**config.mk**
```make
export PLATFORM = sky130hd
export DESIGN_NAME = ppp_style_frame_encoder
export DESIGN_NICKNAME = d
export VERILOG_FILES = /design/src/ppfe_pkg.sv /design/src/ppp_style_frame_encoder.sv /design/src/ppfe_front.sv /design/src/ppfe_fifo.sv /design/src/ppfe_back.sv
export SDC_FILE = /design/constraint.sdc
export NUM_CORES = 1
export LEC_CHECK = 0
export ABC_CLOCK_PERIOD_IN_PS = 4300
export BUFFER_PORTS_ARGS = -buffer_cell sky130_fd_sc_hd__buf_4
export CORE_AREA = 2 2 87 173
export DETAILED_ROUTE_END_ITERATION = 7
export DIE_AREA = 0 0 89 175
export PLACE_DENSITY = 0.75
export REMOVE_ABC_BUFFERS = 1
export SLEW_MARGIN = 40
export SYNTH_ARGS = -nofsm -noshare
export SYNTH_HDL_FRONTEND = slang
export SYNTH_SLANG_ARGS = --single-unit
```
**constraint.sdc**
```tcl
create_clock -name clk -period 4.3 [get_ports clk]
set_input_delay 0.43 -clock clk [delete_from_list [all_inputs] [get_ports clk]]
set_output_delay 0.43 -clock clk [all_outputs]
set_load 0.05 [all_outputs]
```
**src/ppfe_pkg.sv**
```systemverilog
package ppfe_pkg;

  localparam logic [7:0] FLAG_BYTE = 8'h7E;
  localparam logic [7:0] ESC_BYTE  = 8'h7D;

  localparam logic [7:0]  ADDRESS_RESET  = 8'hFF;
  localparam logic [7:0]  CONTROL_RESET  = 8'h03;
  localparam logic [15:0] PROTOCOL_RESET = 16'hC021;

  localparam int unsigned CFG_INDEX_W = 2;
  localparam int unsigned CFG_DATA_W  = 16;

  localparam logic [CFG_INDEX_W-1:0] CFG_ADDRESS  = 2'd0;
  localparam logic [CFG_INDEX_W-1:0] CFG_CONTROL  = 2'd1;
  localparam logic [CFG_INDEX_W-1:0] CFG_PROTOCOL = 2'd2;

  // One frame request as it waits between the front and the back.
  typedef struct packed {
    logic [15:0] payload;
    logic [15:0] fcs;
    logic        esc_hi;
    logic        esc_lo;
  } frame_req_t;

  typedef enum logic [11:0] {
    ST_FLAG_OPEN  = 12'b0000_0000_0001,
    ST_ADDR       = 12'b0000_0000_0010,
    ST_CTRL       = 12'b0000_0000_0100,
    ST_PROT_HI    = 12'b0000_0000_1000,
    ST_PROT_LO    = 12'b0000_0001_0000,
    ST_ESC_HI     = 12'b0000_0010_0000,
    ST_DATA_HI    = 12'b0000_0100_0000,
    ST_ESC_LO     = 12'b0000_1000_0000,
    ST_DATA_LO    = 12'b0001_0000_0000,
    ST_FCS_HI     = 12'b0010_0000_0000,
    ST_FCS_LO     = 12'b0100_0000_0000,
    ST_FLAG_CLOSE = 12'b1000_0000_0000
  } byte_state_t;

  // Sixteen-bit ones' complement addition with end-around carry.
  function automatic logic [15:0] eac_add(input logic [15:0] a, input logic [15:0] b);
    logic [16:0] s;
    s = {1'b0, a} + {1'b0, b};
    return s[15:0] + {15'd0, s[16]};
  endfunction

  function automatic logic needs_escape(input logic [7:0] b);
    return (b == FLAG_BYTE) || (b == ESC_BYTE);
  endfunction

endpackage

```
**src/ppp_style_frame_encoder.sv**
```systemverilog
// Channel  | Direction | Handshake           | Payload
// in_      | input     | in_push / in_full   | in_payload[15:0]
// out_     | output    | out_empty / out_pop | out_byte[7:0], out_last
// cfg_     | input     | cfg_valid/cfg_ready | cfg_index[1:0], cfg_data[15:0]
//
// Each payload word produces a frame of 10 to 12 bytes; the byte sequencer in the
// back end emits them one byte per cycle while out_pop keeps the output drained.
// The front end computes the checksum and escape flags in the cycle of the push.
// A queue of QUEUE_DEPTH requests decouples the two; in_full rises when it fills.
// Reset is synchronous and active low; it restores the register defaults.
module ppp_style_frame_encoder #(
  parameter int unsigned QUEUE_DEPTH = 2
) (
  input  logic                               clk,
  input  logic                               rst_n,
  input  logic                               in_push,
  output logic                               in_full,
  input  logic [15:0]                        in_payload,
  output logic                               out_empty,
  input  logic                               out_pop,
  output logic [7:0]                         out_byte,
  output logic                               out_last,
  input  logic                               cfg_valid,
  output logic                               cfg_ready,
  input  logic [ppfe_pkg::CFG_INDEX_W-1:0]   cfg_index,
  input  logic [ppfe_pkg::CFG_DATA_W-1:0]    cfg_data
);

  logic [7:0]  address_r, address_nxt;
  logic [7:0]  control_r, control_nxt;
  logic [15:0] protocol_r, protocol_nxt;

  logic                 q_wr;
  logic                 q_rd;
  logic                 q_full;
  logic                 q_valid;
  ppfe_pkg::frame_req_t q_wr_req;
  ppfe_pkg::frame_req_t q_rd_req;

  assign cfg_ready = 1'b1;

  always_comb begin
    address_nxt  = address_r;
    control_nxt  = control_r;
    protocol_nxt = protocol_r;
    if (cfg_valid && cfg_ready) begin
      unique case (cfg_index)
        ppfe_pkg::CFG_ADDRESS:  address_nxt  = cfg_data[7:0];
        ppfe_pkg::CFG_CONTROL:  control_nxt  = cfg_data[7:0];
        ppfe_pkg::CFG_PROTOCOL: protocol_nxt = cfg_data;
        default: ;
      endcase
    end
  end

  always_ff @(posedge clk) begin
    if (!rst_n) begin
      address_r  <= ppfe_pkg::ADDRESS_RESET;
      control_r  <= ppfe_pkg::CONTROL_RESET;
      protocol_r <= ppfe_pkg::PROTOCOL_RESET;
    end else begin
      address_r  <= address_nxt;
      control_r  <= control_nxt;
      protocol_r <= protocol_nxt;
    end
  end

  ppfe_front u_front (
    .clk          (clk),
    .address_nxt  (rst_n ? address_nxt : ppfe_pkg::ADDRESS_RESET),
    .control_nxt  (rst_n ? control_nxt : ppfe_pkg::CONTROL_RESET),
    .protocol_nxt (rst_n ? protocol_nxt : ppfe_pkg::PROTOCOL_RESET),
    .in_push      (in_push),
    .in_payload   (in_payload),
    .q_full       (q_full),
    .q_wr         (q_wr),
    .q_wr_req     (q_wr_req)
  );

  ppfe_fifo #(
    .DEPTH (QUEUE_DEPTH)
  ) u_fifo (
    .clk       (clk),
    .rst_n     (rst_n),
    .wr        (q_wr),
    .wr_req    (q_wr_req),
    .rd        (q_rd),
    .rd_req    (q_rd_req),
    .full      (q_full),
    .not_empty (q_valid)
  );

  ppfe_back u_back (
    .clk        (clk),
    .rst_n      (rst_n),
    .address_r  (address_r),
    .control_r  (control_r),
    .protocol_r (protocol_r),
    .q_valid    (q_valid),
    .q_req      (q_rd_req),
    .q_rd       (q_rd),
    .out_empty  (out_empty),
    .out_pop    (out_pop),
    .out_byte   (out_byte),
    .out_last   (out_last)
  );

  assign in_full = q_full;

`ifndef ASSERT_OFF
  a_last_is_flag : assert property (@(posedge clk) disable iff (!rst_n)
    (!out_empty && out_last) |-> (out_byte == ppfe_pkg::FLAG_BYTE))
    else $error("closing byte is not a flag");

  a_full_after_push : assert property (@(posedge clk) disable iff (!rst_n)
    $rose(in_full) |-> $past(in_push))
    else $error("queue filled without a request");

  a_out_from_queue : assert property (@(posedge clk) disable iff (!rst_n)
    $fell(out_empty) |-> $past(q_valid))
    else $error("byte produced with no request queued");
`endif

endmodule

```
**src/ppfe_front.sv**
```systemverilog
module ppfe_front (
  input  logic                   clk,
  input  logic [7:0]             address_nxt,
  input  logic [7:0]             control_nxt,
  input  logic [15:0]            protocol_nxt,
  input  logic                   in_push,
  input  logic [15:0]            in_payload,
  input  logic                   q_full,
  output logic                   q_wr,
  output ppfe_pkg::frame_req_t   q_wr_req
);

  // The header part of the checksum follows the configuration registers.
  logic [15:0] hdr_sum_r;
  logic [15:0] hdr_sum_nxt;

  assign hdr_sum_nxt = ppfe_pkg::eac_add({address_nxt, control_nxt}, protocol_nxt);

  always_ff @(posedge clk) begin
    hdr_sum_r <= hdr_sum_nxt;
  end

  assign q_wr = in_push && !q_full;

  always_comb begin
    q_wr_req.payload = in_payload;
    q_wr_req.fcs     = ~ppfe_pkg::eac_add(hdr_sum_r, in_payload);
    q_wr_req.esc_hi  = ppfe_pkg::needs_escape(in_payload[15:8]);
    q_wr_req.esc_lo  = ppfe_pkg::needs_escape(in_payload[7:0]);
  end

endmodule

```
**src/ppfe_fifo.sv**
```systemverilog
module ppfe_fifo #(
  parameter int unsigned DEPTH = 2
) (
  input  logic                 clk,
  input  logic                 rst_n,
  input  logic                 wr,
  input  ppfe_pkg::frame_req_t wr_req,
  input  logic                 rd,
  output ppfe_pkg::frame_req_t rd_req,
  output logic                 full,
  output logic                 not_empty
);

  localparam int unsigned PTR_W = (DEPTH > 1) ? $clog2(DEPTH) : 1;
  localparam int unsigned CNT_W = $clog2(DEPTH + 1);

  ppfe_pkg::frame_req_t slot_r [DEPTH];
  logic [PTR_W-1:0] wr_ptr_r, wr_ptr_nxt;
  logic [PTR_W-1:0] rd_ptr_r, rd_ptr_nxt;
  logic [CNT_W-1:0] count_r, count_nxt;

  assign full      = (count_r == CNT_W'(DEPTH));
  assign not_empty = (count_r != '0);
  assign rd_req    = slot_r[rd_ptr_r];

  always_comb begin
    wr_ptr_nxt = wr_ptr_r;
    rd_ptr_nxt = rd_ptr_r;
    count_nxt  = count_r;
    if (wr) begin
      wr_ptr_nxt = (wr_ptr_r == PTR_W'(DEPTH - 1)) ? '0 : wr_ptr_r + 1'b1;
    end
    if (rd) begin
      rd_ptr_nxt = (rd_ptr_r == PTR_W'(DEPTH - 1)) ? '0 : rd_ptr_r + 1'b1;
    end
    if (wr && !rd) begin
      count_nxt = count_r + 1'b1;
    end else if (rd && !wr) begin
      count_nxt = count_r - 1'b1;
    end
  end

  always_ff @(posedge clk) begin
    if (!rst_n) begin
      wr_ptr_r <= '0;
      rd_ptr_r <= '0;
      count_r  <= '0;
    end else begin
      wr_ptr_r <= wr_ptr_nxt;
      rd_ptr_r <= rd_ptr_nxt;
      count_r  <= count_nxt;
    end
  end

  always_ff @(posedge clk) begin
    if (wr) begin
      slot_r[wr_ptr_r] <= wr_req;
    end
  end

endmodule

```
**src/ppfe_back.sv**
```systemverilog
module ppfe_back (
  input  logic                 clk,
  input  logic                 rst_n,
  input  logic [7:0]           address_r,
  input  logic [7:0]           control_r,
  input  logic [15:0]          protocol_r,
  input  logic                 q_valid,
  input  ppfe_pkg::frame_req_t q_req,
  output logic                 q_rd,
  output logic                 out_empty,
  input  logic                 out_pop,
  output logic [7:0]           out_byte,
  output logic                 out_last
);

  ppfe_pkg::byte_state_t state_r, state_nxt;
  logic       out_valid_r, out_valid_nxt;
  logic [7:0] out_byte_r;
  logic       out_last_r;
  logic [7:0] byte_sel;
  logic       last_sel;
  logic       advance;

  assign advance = q_valid && (!out_valid_r || out_pop);

  always_comb begin
    byte_sel  = ppfe_pkg::FLAG_BYTE;
    last_sel  = 1'b0;
    state_nxt = state_r;
    unique case (state_r)
      ppfe_pkg::ST_FLAG_OPEN: begin
        byte_sel  = ppfe_pkg::FLAG_BYTE;
        state_nxt = ppfe_pkg::ST_ADDR;
      end
      ppfe_pkg::ST_ADDR: begin
        byte_sel  = address_r;
        state_nxt = ppfe_pkg::ST_CTRL;
      end
      ppfe_pkg::ST_CTRL: begin
        byte_sel  = control_r;
        state_nxt = ppfe_pkg::ST_PROT_HI;
      end
      ppfe_pkg::ST_PROT_HI: begin
        byte_sel  = protocol_r[15:8];
        state_nxt = ppfe_pkg::ST_PROT_LO;
      end
      ppfe_pkg::ST_PROT_LO: begin
        byte_sel  = protocol_r[7:0];
        state_nxt = q_req.esc_hi ? ppfe_pkg::ST_ESC_HI : ppfe_pkg::ST_DATA_HI;
      end
      ppfe_pkg::ST_ESC_HI: begin
        byte_sel  = ppfe_pkg::ESC_BYTE;
        state_nxt = ppfe_pkg::ST_DATA_HI;
      end
      ppfe_pkg::ST_DATA_HI: begin
        byte_sel  = q_req.payload[15:8];
        state_nxt = q_req.esc_lo ? ppfe_pkg::ST_ESC_LO : ppfe_pkg::ST_DATA_LO;
      end
      ppfe_pkg::ST_ESC_LO: begin
        byte_sel  = ppfe_pkg::ESC_BYTE;
        state_nxt = ppfe_pkg::ST_DATA_LO;
      end
      ppfe_pkg::ST_DATA_LO: begin
        byte_sel  = q_req.payload[7:0];
        state_nxt = ppfe_pkg::ST_FCS_HI;
      end
      ppfe_pkg::ST_FCS_HI: begin
        byte_sel  = q_req.fcs[15:8];
        state_nxt = ppfe_pkg::ST_FCS_LO;
      end
      ppfe_pkg::ST_FCS_LO: begin
        byte_sel  = q_req.fcs[7:0];
        state_nxt = ppfe_pkg::ST_FLAG_CLOSE;
      end
      ppfe_pkg::ST_FLAG_CLOSE: begin
        byte_sel  = ppfe_pkg::FLAG_BYTE;
        last_sel  = 1'b1;
        state_nxt = ppfe_pkg::ST_FLAG_OPEN;
      end
      default: begin
        state_nxt = ppfe_pkg::ST_FLAG_OPEN;
      end
    endcase
  end

  assign q_rd = advance && (state_r == ppfe_pkg::ST_FLAG_CLOSE);

  always_comb begin
    out_valid_nxt = out_valid_r;
    if (advance) begin
      out_valid_nxt = 1'b1;
    end else if (out_pop) begin
      out_valid_nxt = 1'b0;
    end
  end

  always_ff @(posedge clk) begin
    if (!rst_n) begin
      state_r     <= ppfe_pkg::ST_FLAG_OPEN;
      out_valid_r <= 1'b0;
    end else begin
      out_valid_r <= out_valid_nxt;
      if (advance) begin
        state_r <= state_nxt;
      end
    end
  end

  always_ff @(posedge clk) begin
    if (advance) begin
      out_byte_r <= byte_sel;
      out_last_r <= last_sel;
    end
  end

  assign out_empty = !out_valid_r;
  assign out_byte  = out_byte_r;
  assign out_last  = out_last_r;

endmodule

```
==> results.json, run 1 <==
{
  "intPower_w": 0.00295,
  "area_delta_synth_final_pct": 20.0,
  "cts-buffers-inserted": 17,
  "worstSetupPathType": "flip-flop to flip-flop",
  "status": "finished clean",
  "first_global_vias": 6525,
  "antenna_found_initial": 0,
  "final_common_cell": "buf_4",
  "crit_path_max_fanout": 4,
  "gp_congestion": 0.978,
  "fin_nets": 920,
  "p_comb_share_pct": 21.8,
  "synth_cells": 748,
  "dr.pass1.iters": 6,
  "clock_latency_ns": 0.42,
  "crit_arrival_ns": 4.20,
  "whs_ns": 0.227,
  "rows": 62,
  "path_clk_slew_ns": 0.06,
  "slew_violations": 0,
  "max_stage_delay_ns": 0.41,
  "initial_core_util_pct": 54.1,
  "path_common_cell": "ha_1",
  "drive_gt1_share_pct": 19.5,
  "path_cells": "ha_1, inv_1, fa_1, nor2b_1, o31a_1, o21ai_0, o311a_1, a21oi_1, o21ai_0, nand2b_1, ha_1, ha_1, nand2_1, nor3_1, buf_4, nand4_1, xor2_1",
  "vias_per_cell": 6.14,
  "cts_root_buffer": "clkbuf_16",
  "drv_cap": 0,
  "hold_path.class": "primary input to flip-flop",
  "cts_setup_buffers": 0,
  "tightestPinTransition_ns": 0.648,
  "grt_pass1_wl_um": 34200,
  "switching_share_pct": 28.9,
  "power_leakage_nw": 3.59,
  "grt_usage_pct": 29.7,
  "routed_wirelength_um": 22400,
  "relSlewSlack_pct": 56.2,
  "syn_area_um2": 7730,
  "hold_violations": 0,
  "setup_viol": 0,
  "ios": 51,
  "p_total_w": 0.00415,
  "power_density_nw_per_um2": 447,
  "final_cell_mix": "buf_4 (101), nand2_1 (85), edfxtp_1 (77), dfxtp_1 (66), ha_1 (37)",
  "grt_max_degree": 36,
  "htreeDepth": 4,
  "synth_enable_flop_cells": 77,
  "drc_errors": 0,
  "critPathLaunchType": "flip-flop",
  "antenna_cells": 0,
  "synth_cell_type_count": 74,
  "ir_drop_mv": 0.286,
  "p_seq_share_pct": 40.7,
  "core_area_um2": 14300,
  "crit_required_ns": 4.51,
  "timing.final.crit_period_ns": 3.99,
  "async_reset_ff_share_pct": 0,
  "fin_crit_sh_pct": 92.7,
  "portBuffers": 49,
  "avgSynthCellArea_um2": 10.3,
  "die_x_um": 89,
  "ant_nets": 0,
  "ys_seq_area_share_pct": 47.0,
  "rsz0062_at_grt": "no",
  "ys_ff_latch": 143,
  "dr_total_vias": 6431,
  "fin_skew_ns": 0.0107,
  "slowest_stage": "fa_1",
  "clock_path_buffers": 2,
  "endpoint_kind": "flip-flop",
  "synth_flop_cell": "edfxtp_1",
  "clkPwrFrac_pct": 37.5,
  "die_h_um": 175,
  "netSwitchingPower_w": 0.00120,
  "dp_hpwl_um": 17100,
  "fmax_mhz": 251,
  "yosys_warnings": 0,
  "cts_tree": "built",
  "overflow": 0,
  "initialDrtViolationCount": 496,
  "fin_util_pct": 65.0,
  "cts.sinks": 143,
  "die_area_um2": 15600,
  "n_fill_cell": 1161,
  "wire_per_inst_um": 21.4
}
-- power groups by stage --
stage	logic, W	clock network [W]	registers (W)
6_report	0.000903	0.00156	0.00169
5_1_grt	0.000979	0.00162	0.00170
4_1_cts	0.000892	0.00156	0.00169
3_5_place_dp	0.000883	0	0.00171
3_3_place_gp	0.000853	0	0.00171
2_1_floorplan	0.000566	0	0.00172
-- stage by stage --
step                instance area [µm²]  setup WS [ns]  std cells  TNS (ns)
floorplan                          7620        -0.0150        722   -0.0150
global placement                   8620       -0.00908       1015   -0.0162
detailed placement                 8620        -0.0252       1015   -0.0616
CTS                                9260          0.324       1047         0
global route                       9270         0.0299       1047         0
finish                             9270          0.312       1047         0
-- metal layers --
layer  wire [µm]  global-route usage, %
met5           0                      0
met4        1580                   19.9
met3         964                   5.01
met2       12100                   52.2
met1        7830                   31.0
-- registers in the layout, summed over array words and instances, names as in the netlist, named ones only --
signal              count
u_fifo.wr_ptr_r         1
u_back.out_valid_r      1
u_back.state_r         12
u_fifo.count_r          2
u_back.out_last         1
u_back.out_byte         8
control_r               8
u_fifo.rd_ptr_r         1
u_fifo.slot_r          68
address_r               8
u_front.hdr_sum_r      16
protocol_r             16
-- worst max-delay path: cells and delay by family (launching register included) --
kind / cells / cell delay (ns)
adder cells (fa/ha/maj): 4 / 1.09
flip-flops: 1 / 0.32
buffers and inverters: 2 / 0.24
XOR/XNOR: 1 / 0.31
AND/OR/NAND/NOR: 5 / 0.71
AO/OA/AOI/OAI: 5 / 1.09
-- synthesized netlist by cell type (18+ instances only) --
library cell / n / share of area, %
xor2_1: 20 / 2.3
edfxtp_1: 77 / 30
clkbuf_1: 19 / 0.92
xnor2_1: 30 / 3.4
a22oi_1: 18 / 1.7
nor2b_1: 21 / 1.7
inv_1: 28 / 1.4
a21boi_0: 21 / 2.0
a21oi_1: 25 / 1.6
nand2_1: 85 / 4.1
mux2_2: 18 / 2.6
nand3_1: 35 / 2.3
dfxtp_1: 66 / 17
ha_1: 37 / 6.0
nor2_1: 35 / 1.7
-- timing repair --
| item | in CTS | in global routing |
|---|---|---|
| setup endpoints to repair | 0 | 2 |
| gates resized for setup | 0 | 1 |
| hold buffers | 0 | 0 |
-- final timing paths --
path | start | to | slack (ns) | cells past startpoint
setup / recovery | u_front.hdr_sum_r[0]$_DFF_P_ | u_fifo.slot_r[1][14]$_DFFE_PP_ | 0.31 | 17
hold / removal | in_payload[5] | u_fifo.slot_r[0][23]$_DFFE_PP_ | 0.23 | 1
hold reg to reg | protocol_r[15]$_DFF_P_ | protocol_r[15]$_DFF_P_ | 0.51 | 2
setup reg to reg | u_front.hdr_sum_r[0]$_DFF_P_ | u_fifo.slot_r[1][14]$_DFFE_PP_ | 0.31 | 17
-- logic make-up (layout without fill, tap and decap cells) --
| group | after synthesis | count (layout) | synth area share, % |
|---|---|---|---|
| fa+ha+maj | 39 | 39 | 6.51 |
| simple gates | 279 | 279 | 19.4 |
| flops | 143 | 143 | 47.0 |
| mux | 28 | 28 | 3.92 |
| other cells | 1 | 1 | 0.0485 |
| compound gates | 153 | 153 | 14.6 |
| buf+inv | 55 | 162 | 2.83 |
| xor+xnor | 50 | 50 | 5.67 |
-- layout make-up --
| type | instances | area, µm² | area share (%) |
|---|---|---|---|
| Clock buffer | 22 | 518 | 5.59 |
| Clock inverter | 10 | 120 | 1.30 |
| Inverter | 29 | 109 | 1.17 |
| Multi-Input combinational cell | 550 | 3890 | 42.0 |
| Sequential cell | 143 | 3630 | 39.2 |
| Tap cell | 192 | 240 | 2.59 |
| Timing Repair Buffer | 101 | 758 | 8.18 |
(Power assumes the default switching activity.)
==> inputs of run 2 (changes only) <==
--- a/config.mk
+++ b/config.mk
@@ -6,11 +6,11 @@
 export NUM_CORES = 1
 export LEC_CHECK = 0
 export ABC_CLOCK_PERIOD_IN_PS = 4300
-export BUFFER_PORTS_ARGS = -buffer_cell sky130_fd_sc_hd__buf_4
-export CORE_AREA = 2 2 87 173
+export CORE_AREA = 2 2 85 169
 export DETAILED_ROUTE_END_ITERATION = 7
-export DIE_AREA = 0 0 89 175
-export PLACE_DENSITY = 0.75
+export DIE_AREA = 0 0 87 171
+export DONT_BUFFER_PORTS = 1
+export PLACE_DENSITY = 0.81
 export REMOVE_ABC_BUFFERS = 1
 export SLEW_MARGIN = 40
 export SYNTH_ARGS = -nofsm -noshare
==> run 2 against run 1 <==
Effect of this change:
- die area shrank 4.5%
- global-route usage shrank 1.8 points
- first-iteration DRC count grew 29%
- wire length shrank 8.6%
- maximum frequency shrank 0.44%
- hold slack lost 0.13 ns
- critical path depth grew 3
- clock power shrank 11%
- non-clock buffer count shrank 78
- critical endpoint is now u_front.hdr_sum_r[15]$_DFF_P_
- largest cell class unchanged
==> results.json, run 2 (synthesized netlist as in run 1, its figures left out) <==
{
  "clock_latency_ns": 0.43,
  "fmax_mhz": 250,
  "power_leakage_nw": 3.21,
  "relSlewSlack_pct": 59.2,
  "fin_util_pct": 63.0,
  "initial_core_util_pct": 56.6,
  "die_area_um2": 14900,
  "hold_depth": 0,
  "ir_drop_mv": 0.333,
  "die_x_um": 87,
  "fin_nets": 842,
  "ant_nets": 0,
  "placed_cells": 902,
  "reg2reg_depth": 20,
  "die_h_um": 171,
  "regMostFlops": "u_fifo.slot_r",
  "final_cell_area_um2": 8610,
  "timing.final.crit_period_ns": 4.01,
  "cts_root_buffer": "clkbuf_16",
  "hold_violations": 0,
  "cts-buffers-inserted": 17,
  "core_area_um2": 13700,
  "crit_required_ns": 4.66,
  "htreeDepth": 4,
  "grt_pass1_wl_um": 31200,
  "clock_path_buffers": 2,
  "cts_tree": "built",
  "grt_usage_pct": 27.9,
  "multiInputGateArea_um2": 3900,
  "overflow": 0,
  "top_regs": "u_fifo.slot_r x68, protocol_r x16, u_front.hdr_sum_r x16",
  "drv_cap": 0,
  "antenna_cells": 0,
  "endpoint_kind": "flip-flop",
  "ff2ff_setup_slack_ns": 0.29,
  "postCtsHoldBufs": 0,
  "antenna_found_initial": 0,
  "power_density_nw_per_um2": 453,
  "vias_per_cell": 6.55,
  "fin_skew_ns": 0.00854,
  "dp_hpwl_um": 15100,
  "largest_register_ffs": 68,
  "dr_total_vias": 6122,
  "crit_path_max_fanout": 4,
  "cts.sinks": 143,
  "reg2reg_to": "u_front.hdr_sum_r[15]$_DFF_P_",
  "reg2reg_from": "control_r[0]$_DFF_P_",
  "fin_crit_sh_pct": 93.1,
  "n_fill_cell": 1038,
  "final_cell_mix": "nand2_1 (85), edfxtp_1 (77), dfxtp_1 (66), ha_1 (37), nand3_1 (35)",
  "rsz0062_at_grt": "no",
  "initialDrtViolationCount": 640,
  "dpl_cell_area_um2": 8050,
  "path_clk_slew_ns": 0.07,
  "setup_viol": 0,
  "rows": 61,
  "hold_path.class": "primary input to flip-flop",
  "final_cells": 934,
  "crit_arrival_ns": 4.36,
  "slew_violations": 0,
  "tightestPinTransition_ns": 0.604,
  "min_from": "in_payload[3]",
  "ios": 51,
  "worstSetupPathType": "flip-flop to flip-flop",
  "first_global_vias": 5891,
  "drc_errors": 0,
  "gp_congestion": 1.02,
  "final_common_cell": "nand2_1",
  "grt_max_degree": 51,
  "area_delta_synth_final_pct": 11.4,
  "status": "finished clean",
  "critPathLaunchType": "flip-flop",
  "wire_per_inst_um": 21.9,
  "whs_endpoint": "u_fifo.slot_r[1][21]$_DFFE_PP_",
  "dr.pass1.iters": 8,
  "portBuffers": 0,
  "drive_gt1_share_pct": 11.7,
  "routed_wirelength_um": 20500,
  "seqCellArea_um2": 3630,
  "p_total_w": 0.00390
}
run 2: cell count changes in the layout (fill, tap and decap cells not counted), sizes merged:
cell,delta
clkinv,-1
buf,-78
bufinv,-2
clkinvlp,-1
clkbuf,-5
inv,+9
run 2: worst max path at each step:
stage / slack, ns / start / endpoint / cells after the start
after floorplan: -0.02 / cfg_index[1] / u_front.hdr_sum_r[15]$_DFF_P_ / 21
after global placement: 0.07 / cfg_index[1] / u_front.hdr_sum_r[15]$_DFF_P_ / 21
after detailed placement: 0.01 / cfg_index[1] / u_front.hdr_sum_r[15]$_DFF_P_ / 21
after CTS: 0.30 / control_r[0]$_DFF_P_ / u_front.hdr_sum_r[15]$_DFF_P_ / 20
after global routing: 0.04 / control_r[0]$_DFF_P_ / u_front.hdr_sum_r[15]$_DFF_P_ / 20
final: 0.29 / control_r[0]$_DFF_P_ / u_front.hdr_sum_r[15]$_DFF_P_ / 20
run 2: where the power goes:
| part | switching [W] | total, W | leakage [nW] | internal [W] |
|---|---|---|---|---|
| Sequential | 0.0000836 | 0.00171 | 1.25 | 0.00163 |
| Clock | 0.000631 | 0.00139 | 0.267 | 0.000762 |
| Combinational | 0.000485 | 0.000793 | 1.69 | 0.000308 |
| Total | 0.00120 | 0.00390 | 3.21 | 0.00270 |
run 2: timing repair:
item                       in CTS  in global routing
setup endpoints to repair       0                  1
gates resized for setup         0                  1
hold endpoints to repair        0                  0
buffers inserted                0                  0
run 2: worst max-delay path, stage by stage (launching register included):
cell and delay [ns]:
dfxtp_1 0.40, mux2i_1 0.10, nand2_1 0.09, ha_1 0.20, inv_1 0.07, fa_1 0.40, nor2b_1 0.16, o2111a_1 0.26
o31ai_1 0.12, o221ai_1 0.22, o21ai_0 0.12, a21oi_1 0.15, o21ai_0 0.08, nand2b_1 0.11, ha_1 0.20, nand3b_1 0.14
nor4b_2 0.32, nor3b_1 0.22, nand3_1 0.15, a2111oi_2 0.28, xnor2_1 0.15
run 2: final cells by class:
class	count	area share, %
Multi-Input combinational cell	550	45.3
Sequential cell	143	42.2
Clock buffer	17	4.94
Timing Repair Buffer	23	2.47
Tap cell	157	2.28
Clock inverter	15	1.54
Inverter	29	1.26
run 2: metrics by stage:
step	hold WS, ns	setup WS [ns]	TNS (ns)
2_1_floorplan	0.462	-0.0150	-0.0150
3_3_place_gp	0.486	0.0660	0
3_5_place_dp	0.493	0.0115	0
4_1_cts	0.0712	0.300	0
5_1_grt	0.0807	0.0354	0
6_report	0.0934	0.295	0
run 2: metal layers:
| layer | routed length, µm | GRT usage, % | vias to the layer above |
|---|---|---|---|
| met1 | 7430 | 32.2 | 2896 |
| met2 | 10400 | 46.3 | 312 |
| li1 | - | - | 2841 |
| met5 | 0 | 0 | - |
| met3 | 1620 | 7.24 | 73 |
| met4 | 1070 | 15.4 | 0 |
